==> config.mk <==
export PLATFORM = sky130hd
export DESIGN_NAME = pes_to_es_depacketizer_top
export DESIGN_NICKNAME = d
export VERILOG_FILES = /design/src/pesdpk_pkg.sv /design/src/pesdpk_parser.sv /design/src/pesdpk_skid.sv /design/src/pes_to_es_depacketizer_top.sv
export SDC_FILE = /design/constraint.sdc
export NUM_CORES = 1
export LEC_CHECK = 0
export BUFFER_PORTS_ARGS = -buffer_cell sky130_fd_sc_hd__buf_2
export CORE_ASPECT_RATIO = 0.6
export CORE_UTILIZATION = 40
export DETAILED_ROUTE_END_ITERATION = 16
export GPL_TIMING_DRIVEN = 1
export PLACE_DENSITY = 0.65
export RECOVER_POWER = 100
export SYNTH_ARGS = -nofsm -noshare
export SYNTH_HDL_FRONTEND = slang
export SYNTH_SLANG_ARGS = --single-unit
==> constraint.sdc <==
create_clock -name clk_i -period 5.4 [get_ports clk_i]
set_input_delay 0.81 -clock clk_i [delete_from_list [all_inputs] [get_ports clk_i]]
set_output_delay 0.81 -clock clk_i [all_outputs]
set_load 0.005 [all_outputs]
==> src/pesdpk_pkg.sv <==
// Package for the PES-to-ES depacketizer: parser modes, header constants and
// the result beat type. Used by every module of the block; depends on nothing.
package pesdpk_pkg;

  localparam int unsigned ByteW = 8;
  localparam int unsigned LenW  = 16;
  localparam int unsigned PosW  = 6;

  localparam logic [PosW-1:0]    FixedHeaderBytes = 6'd9;
  localparam logic [PosW-1:0]    ResetMaxHeader   = 6'd32;
  localparam logic [PosW-1:0]    PosStreamId      = 6'd3;
  localparam logic [PosW-1:0]    PosLenHigh       = 6'd4;
  localparam logic [PosW-1:0]    PosLenLow        = 6'd5;
  localparam logic [PosW-1:0]    PosHeaderLen     = 6'd8;
  localparam logic [LenW:0]      LengthFieldOffset = 17'd6;
  localparam logic [2*ByteW-1:0] HistoryCleared   = 16'hFFFF;
  localparam logic [2*ByteW-1:0] StartPrefix      = 16'h0000;
  localparam logic [ByteW-1:0]   StartLastByte    = 8'h01;

  typedef enum logic [2:0] {
    MODE_HUNT    = 3'b001,
    MODE_HEADER  = 3'b010,
    MODE_PAYLOAD = 3'b100
  } mode_e;

  typedef struct packed {
    logic [ByteW-1:0] es_byte;
    logic             packet_end;
  } es_beat_t;

endpackage

==> src/pesdpk_parser.sv <==
// Byte parser of the PES-to-ES depacketizer: start code hunt, header walk and
// payload count, one byte per cycle while byte_fire_i is high. Depends on pesdpk_pkg.
module pesdpk_parser (
  input  logic                           clk_i,
  input  logic                           rst_ni,
  input  logic                           byte_fire_i,
  input  logic [pesdpk_pkg::ByteW-1:0]   data_byte_i,
  input  logic                           cfg_we_i,
  input  logic [pesdpk_pkg::PosW-1:0]    cfg_max_header_i,
  output logic                           res_valid_o,
  output pesdpk_pkg::es_beat_t           res_o
);

  pesdpk_pkg::mode_e                mode_q, mode_d;
  logic [2*pesdpk_pkg::ByteW-1:0]   recent_q, recent_d;
  logic [pesdpk_pkg::PosW-1:0]      header_position_q, header_position_d;
  logic [pesdpk_pkg::LenW-1:0]      packet_length_q, packet_length_d;
  logic [pesdpk_pkg::PosW-1:0]      header_skip_q, header_skip_d;
  logic [pesdpk_pkg::LenW-1:0]      payload_remaining_q, payload_remaining_d;
  logic [pesdpk_pkg::PosW-1:0]      max_header_q;

  logic [pesdpk_pkg::PosW-1:0]      pos_next;
  logic [pesdpk_pkg::PosW-1:0]      limit;
  logic [pesdpk_pkg::ByteW:0]       skip_raw;
  logic [pesdpk_pkg::PosW-1:0]      skip_clip;
  logic [pesdpk_pkg::PosW-1:0]      skip_cur;
  logic [pesdpk_pkg::LenW:0]        total;
  logic [pesdpk_pkg::LenW:0]        skip_wide;
  logic [pesdpk_pkg::LenW-1:0]      rem_dec;
  logic                             header_done;

  assign pos_next  = header_position_q + 6'd1;
  assign limit     = (max_header_q < pesdpk_pkg::FixedHeaderBytes) ?
                     pesdpk_pkg::FixedHeaderBytes : max_header_q;
  assign skip_raw  = {1'b0, data_byte_i} + {3'b000, pesdpk_pkg::FixedHeaderBytes};
  assign skip_clip = (skip_raw > {3'b000, limit}) ? limit : skip_raw[pesdpk_pkg::PosW-1:0];
  assign skip_cur  = (header_position_q == pesdpk_pkg::PosHeaderLen) ? skip_clip
                                                                     : header_skip_q;
  assign total     = {1'b0, packet_length_q} + pesdpk_pkg::LengthFieldOffset;
  assign skip_wide = {11'd0, skip_cur};
  assign rem_dec   = payload_remaining_q - 16'd1;
  assign header_done = (pos_next >= pesdpk_pkg::FixedHeaderBytes) && (pos_next >= skip_cur);

  always_comb begin
    mode_d              = mode_q;
    recent_d            = recent_q;
    header_position_d   = header_position_q;
    packet_length_d     = packet_length_q;
    header_skip_d       = header_skip_q;
    payload_remaining_d = payload_remaining_q;
    res_valid_o         = 1'b0;
    res_o.es_byte       = data_byte_i;
    res_o.packet_end    = 1'b0;
    if (byte_fire_i) begin
      unique case (mode_q)
        pesdpk_pkg::MODE_HEADER: begin
          if (header_position_q == pesdpk_pkg::PosLenHigh) begin
            packet_length_d = {data_byte_i, packet_length_q[7:0]};
          end else if (header_position_q == pesdpk_pkg::PosLenLow) begin
            packet_length_d = {packet_length_q[15:8], data_byte_i};
          end
          header_skip_d     = skip_cur;
          header_position_d = pos_next;
          if (header_done) begin
            if (total > skip_wide) begin
              payload_remaining_d = pesdpk_pkg::LenW'(total - skip_wide);
              mode_d              = pesdpk_pkg::MODE_PAYLOAD;
            end else begin
              payload_remaining_d = '0;
              mode_d              = pesdpk_pkg::MODE_HUNT;
              recent_d            = pesdpk_pkg::HistoryCleared;
            end
          end
        end
        pesdpk_pkg::MODE_PAYLOAD: begin
          payload_remaining_d = rem_dec;
          res_valid_o         = 1'b1;
          res_o.packet_end    = (rem_dec == '0);
          if (rem_dec == '0) begin
            mode_d   = pesdpk_pkg::MODE_HUNT;
            recent_d = pesdpk_pkg::HistoryCleared;
          end
        end
        default: begin
          if ((recent_q == pesdpk_pkg::StartPrefix) &&
              (data_byte_i == pesdpk_pkg::StartLastByte)) begin
            mode_d            = pesdpk_pkg::MODE_HEADER;
            header_position_d = pesdpk_pkg::PosStreamId;
            packet_length_d   = '0;
            header_skip_d     = '0;
            recent_d          = pesdpk_pkg::HistoryCleared;
          end else begin
            mode_d   = pesdpk_pkg::MODE_HUNT;
            recent_d = {recent_q[pesdpk_pkg::ByteW-1:0], data_byte_i};
          end
        end
      endcase
    end
  end

  always_ff @(posedge clk_i or negedge rst_ni) begin
    if (!rst_ni) begin
      mode_q              <= pesdpk_pkg::MODE_HUNT;
      recent_q            <= pesdpk_pkg::HistoryCleared;
      header_position_q   <= '0;
      packet_length_q     <= '0;
      header_skip_q       <= '0;
      payload_remaining_q <= '0;
      max_header_q        <= pesdpk_pkg::ResetMaxHeader;
    end else begin
      mode_q              <= mode_d;
      recent_q            <= recent_d;
      header_position_q   <= header_position_d;
      packet_length_q     <= packet_length_d;
      header_skip_q       <= header_skip_d;
      payload_remaining_q <= payload_remaining_d;
      if (cfg_we_i) begin
        max_header_q <= cfg_max_header_i;
      end
    end
  end

  a_payload_nonzero: assert property (@(posedge clk_i) disable iff (!rst_ni)
    mode_q == pesdpk_pkg::MODE_PAYLOAD |-> payload_remaining_q != '0)
    else $error("payload mode entered with no bytes left");

  a_payload_skip_valid: assert property (@(posedge clk_i) disable iff (!rst_ni)
    mode_q == pesdpk_pkg::MODE_PAYLOAD |-> header_skip_q >= pesdpk_pkg::FixedHeaderBytes)
    else $error("payload mode reached before the header length was latched");

  a_header_position: assert property (@(posedge clk_i) disable iff (!rst_ni)
    mode_q == pesdpk_pkg::MODE_HEADER |-> header_position_q >= pesdpk_pkg::PosStreamId)
    else $error("header position below the stream id byte");

endmodule

==> src/pesdpk_skid.sv <==
// Two-entry output buffer of the PES-to-ES depacketizer: an output register
// and a skid register, so the input side keeps moving while a beat waits.
// Depends on pesdpk_pkg.
module pesdpk_skid (
  input  logic                 clk_i,
  input  logic                 rst_ni,
  input  logic                 push_i,
  input  pesdpk_pkg::es_beat_t beat_i,
  output logic                 room_o,
  output logic                 out_valid_o,
  input  logic                 out_ready_i,
  output pesdpk_pkg::es_beat_t out_beat_o
);

  logic                 out_valid_q;
  logic                 skid_valid_q;
  pesdpk_pkg::es_beat_t out_beat_q;
  pesdpk_pkg::es_beat_t skid_beat_q;
  logic                 out_fire;

  assign out_fire    = out_valid_q & out_ready_i;
  assign room_o      = ~skid_valid_q;
  assign out_valid_o = out_valid_q;
  assign out_beat_o  = out_beat_q;

  always_ff @(posedge clk_i or negedge rst_ni) begin
    if (!rst_ni) begin
      out_valid_q  <= 1'b0;
      skid_valid_q <= 1'b0;
    end else if (skid_valid_q) begin
      if (out_fire) begin
        skid_valid_q <= 1'b0;
      end
    end else if (push_i) begin
      if (out_valid_q && !out_ready_i) begin
        skid_valid_q <= 1'b1;
      end else begin
        out_valid_q <= 1'b1;
      end
    end else if (out_fire) begin
      out_valid_q <= 1'b0;
    end
  end

  always_ff @(posedge clk_i) begin
    if (skid_valid_q) begin
      if (out_fire) begin
        out_beat_q <= skid_beat_q;
      end
    end else if (push_i) begin
      if (out_valid_q && !out_ready_i) begin
        skid_beat_q <= beat_i;
      end else begin
        out_beat_q <= beat_i;
      end
    end
  end

  a_skid_behind_out: assert property (@(posedge clk_i) disable iff (!rst_ni)
    skid_valid_q |-> out_valid_q)
    else $error("skid register holds a beat while the output register is empty");

  a_stall_fills_skid: assert property (@(posedge clk_i) disable iff (!rst_ni)
    push_i && out_valid_q && !out_ready_i |=> skid_valid_q)
    else $error("beat pushed during a stall was not kept in the skid register");

  a_no_push_when_full: assert property (@(posedge clk_i) disable iff (!rst_ni)
    skid_valid_q |-> !push_i)
    else $error("beat pushed while both buffer entries are full");

endmodule

==> src/pes_to_es_depacketizer_top.sv <==
// Top level of the PES-to-ES depacketizer: byte parser plus output buffer.
// Depends on pesdpk_pkg, pesdpk_parser and pesdpk_skid.
//
// The input channel (data_valid_i, data_ready_o, data_byte_i) carries the raw
// PES stream, one byte per beat. The output channel (es_valid_o, es_ready_i,
// es_byte_o, packet_end_o) carries only elementary-stream payload bytes, with
// packet_end_o set on the last payload byte of each packet. Start codes,
// header bytes and bytes seen while hunting produce no output beat.
// Every input byte is handled in the cycle it is accepted, and its output
// beat, if any, is registered in the output or the skid register. One byte
// per cycle is sustained while the receiver keeps es_ready_i high. The output
// side is an output register plus a skid register. When the receiver stalls,
// bytes that make no beat keep flowing, one more payload beat is parked in the
// skid register, and then data_ready_o drops until the output register drains.
// Reset puts the parser in start-code hunt, clears the output buffer and sets
// max_header_bytes to 32. max_header_bytes_i is written on any cycle with
// max_header_bytes_we_i high and takes effect once registered, even mid-header.
module pes_to_es_depacketizer_top (
  input  logic                         clk_i,
  input  logic                         rst_ni,
  input  logic                         data_valid_i,
  output logic                         data_ready_o,
  input  logic [pesdpk_pkg::ByteW-1:0] data_byte_i,
  input  logic                         max_header_bytes_we_i,
  input  logic [pesdpk_pkg::PosW-1:0]  max_header_bytes_i,
  output logic                         es_valid_o,
  input  logic                         es_ready_i,
  output logic [pesdpk_pkg::ByteW-1:0] es_byte_o,
  output logic                         packet_end_o
);

  logic                 byte_fire;
  logic                 res_valid;
  logic                 room;
  pesdpk_pkg::es_beat_t res_beat;
  pesdpk_pkg::es_beat_t out_beat;

  assign data_ready_o = room;
  assign byte_fire    = data_valid_i & room;

  pesdpk_parser u_parser (
    .clk_i            (clk_i),
    .rst_ni           (rst_ni),
    .byte_fire_i      (byte_fire),
    .data_byte_i      (data_byte_i),
    .cfg_we_i         (max_header_bytes_we_i),
    .cfg_max_header_i (max_header_bytes_i),
    .res_valid_o      (res_valid),
    .res_o            (res_beat)
  );

  pesdpk_skid u_skid (
    .clk_i       (clk_i),
    .rst_ni      (rst_ni),
    .push_i      (res_valid),
    .beat_i      (res_beat),
    .room_o      (room),
    .out_valid_o (es_valid_o),
    .out_ready_i (es_ready_i),
    .out_beat_o  (out_beat)
  );

  assign es_byte_o    = out_beat.es_byte;
  assign packet_end_o = out_beat.packet_end;

endmodule
==> out/results.ini <==
[floorplanning]
coreArea_mm2=0.0140
initial_utilization=0.420
dieArea_mm2=0.0152
die_w_um=158
fp-row-count=33
dieHeight_um=95.8
io_pins=30

[finish]
drive_above_1_share=0.238
area_growth_pct=20.8
diodes=0
final_cell_mix=nand2_1, buf_4, dfrtp_1
layout.nets=749
final_area_mm2=0.00708
final_common_cell=nand2_1

[timing]
fmax_mhz=189
hold_viol_final=0
final.period_utilization=0.980
finClkSkew_ns=0.0127
setup_violations=0
period_minus_slack_ns=5.29
slew_violations=72
relSlewSlack=-1.64
setup_slack_ns=0.110
worst_slew_pin_slew_ns=3.96

[worst_setup_path]
crit_buf_inv=5
critPathArrivalTime_ns=5.59
rr_startpoint=u_parser.max_header_q[4]
cpMaxStageDelayCell=or3_4
rrSetupSlack_ns=0.28
critPathMaxStageDelay_ns=0.38
rr_worst_depth=25
r2r_end=u_parser.recent_q[2]
cp_num_cells=27
cp-start-kind=primary input
critPathKind=in -> reg
crit_fanout=8
cp.required_ns=5.69
cp-end-kind=flip-flop
path_delay_family=compound AO/OA/AOI/OAI gates

[min_path]
min_path_cells=1
min_from=u_parser.header_skip_q[5]
min_path_type=reg -> reg
min_to=u_parser.header_skip_q[5]

[drt]
drt-wirelength-per-cell_um=19.4
postRouteAntennaNets=0
wl_um=17500
drt_first_pass_iters=5
vias=5303
viasPerCell=5.88
first_iter_violations=474
drc_errors=0

[clocking]
clkLatencyLatePin_ns=0.35
root_buffer=clkbuf_16
clk_pin_slew_ns=0.07
cts_tree=yes
cts_sinks=89
cts_buffers=9
htreeDepth=3
clockBufferDepth=2
cts.hold.buffers_added=0

[logic_synthesis]
synth_fp_nets=674
synth_area_per_cell_um2=9.30
async_flop_share=0.798
syn_inst=630
seq_area_frac_synth=0.399
ys_types=73
ys_ff_latch=89
ys_warn_count=0
synth_ff_type=dfrtp_1
ys_top_cells_by_area=dfrtp_1, edfxtp_1, dfstp_2
synth_top_area_cell=dfrtp_1
synth_edf_count=18
synth_top_area_frac=0.226
syn_area_mm2=0.00586

[run]
max-cap-violations=1

[grt]
grt_pass1_wl_um=27300
grt_usage=0.241
gr-total-overflow=0
grt_pass1_vias=4901
grt_start_max_net_pins=72
antenna_found_initial=0

[run_status]
status=finished with violations
violations=capacitance limit, slew limit

[placement]
gp_congestion=0.930
dpl_worst_slack_ns=-0.625
place_area_mm2=0.00651
dp_hpwl_um=12900
port_buffers=29

[power]
p_leak_nw=2.99
power.density_cell_area_mw_per_mm2=218
worst_ir_drop_vdd_mv=0.129

synth_stat cells (4+ instances only):
cell type / n
xor2_1: 8
inv_1: 28
a211oi_1: 5
nor4_1: 10
o32a_1: 4
mux2_2: 16
xnor2_1: 24
o31ai_1: 5
nor3_1: 19
a31oi_1: 5
nor2b_1: 4
or3_1: 5
nor3b_1: 5
o21ai_0: 48
nand3_1: 22
dfstp_2: 18
a21o_1: 10
ha_1: 24
nand2_1: 70
edfxtp_1: 18
nand3b_1: 4
a221o_1: 4
o22a_1: 17
nand4_1: 9
nor2_1: 36
dfrtp_1: 53
nand2b_1: 5
mux2i_1: 10
and3_1: 7
o211ai_1: 6
clkbuf_1: 21
a21oi_1: 35
a22o_1: 13
how the worst max path moves through the flow:
stage	endpoint	slack (ns)	from
2_1_floorplan	u_parser.payload_remaining_q[4]	0.09	data_byte_i[0]
3_3_place_gp	u_parser.payload_remaining_q[1]	-0.41	data_byte_i[0]
3_5_place_dp	u_parser.recent_q[3]	-0.62	data_byte_i[0]
4_1_cts	u_parser.recent_q[3]	-0.007	data_byte_i[0]
5_1_grt	u_parser.recent_q[14]	-0.1	data_byte_i[0]
6_report	u_parser.recent_q[2]	0.11	data_byte_i[0]
layout make-up:
class                      count  area, um2
multi-input combinational    483       3460
clock buffer                  11        254
timing repair buffer          94        641
clock inverter                 5       41.3
tap                          192        240
fill                        1301       6880
sequential                    89       2340
inverter                      28        105
logic make-up after synthesis:
logic type,Yosys count,share of synthesized area
flops,89,0.399
mux,26,0.0478
buf+inv,58,0.0418
fa+ha+maj,27,0.0581
xor+xnor,32,0.0478
simple gates,220,0.194
compound gates,178,0.212
registers in the layout, summed over array words and instances, names as in the netlist, 6 cells and up:
signal and flops:
u_parser.header_position_q 6, u_parser.header_skip_q 6, u_parser.max_header_q 6, u_parser.packet_length_q 16, u_parser.payload_remaining_q 16, u_parser.recent_q 16, u_skid.out_beat_o 9, u_skid.skid_beat_q 9
worst register-to-register path: stages, from the launching register on:
cell,delay (ns)
dfrtp_1,0.42
or3_1,0.38
nand2_1,0.19
ha_4,0.24
nand3b_1,0.12
nand2_2,0.07
maj3_1,0.36
nor2_1,0.14
nor2_1,0.06
o32a_1,0.18
or3_4,0.38
mux2i_4,0.22
mux2i_2,0.21
ha_1,0.28
nor2b_2,0.16
o21ai_2,0.21
a21oi_2,0.09
o211ai_1,0.19
buf_4,0.17
o211ai_4,0.09
o22ai_4,0.20
buf_6,0.16
nor2_4,0.04
nor2_4,0.18
clkbuf_16,0.19
o22a_1,0.13
repair_timing:
item	in CTS	in global routing
setup endpoints to repair	34	35
cloned	0	1
resized for setup	7	32
setup buffers	3	7
pin swaps	2	16
metal layers:
| metal | track usage | routed length [um] | up-vias |
|---|---|---|---|
| li1 | - | - | 2484 |
| met2 | 0.324 | 6960 | 211 |
| met1 | 0.381 | 8880 | 2595 |
| met4 | 0.0409 | 134 | 0 |
| met5 | 0 | 0 | - |
| met3 | 0.0599 | 1510 | 13 |
where the power goes:
part           switching, mW  internal [mW]
clock network          0.292          0.347
logic                 0.0938         0.0837
registers             0.0141          0.712
per-stage QoR:
stage	power (mW)	util	instances	hold slack, ns	TNS (ns)
final	1.54	0.507	902	0.502	0
after floorplan	0.814	-	630	0.450	0
after global routing	1.60	0.507	902	0.523	-1.84
after global placement	0.877	0.467	875	0.466	-11.20
after detailed placement	0.883	0.467	875	0.488	-18.50
after CTS	1.53	0.492	894	0.506	-0.00691
No activity file was read; power rests on OpenSTA's default activity.
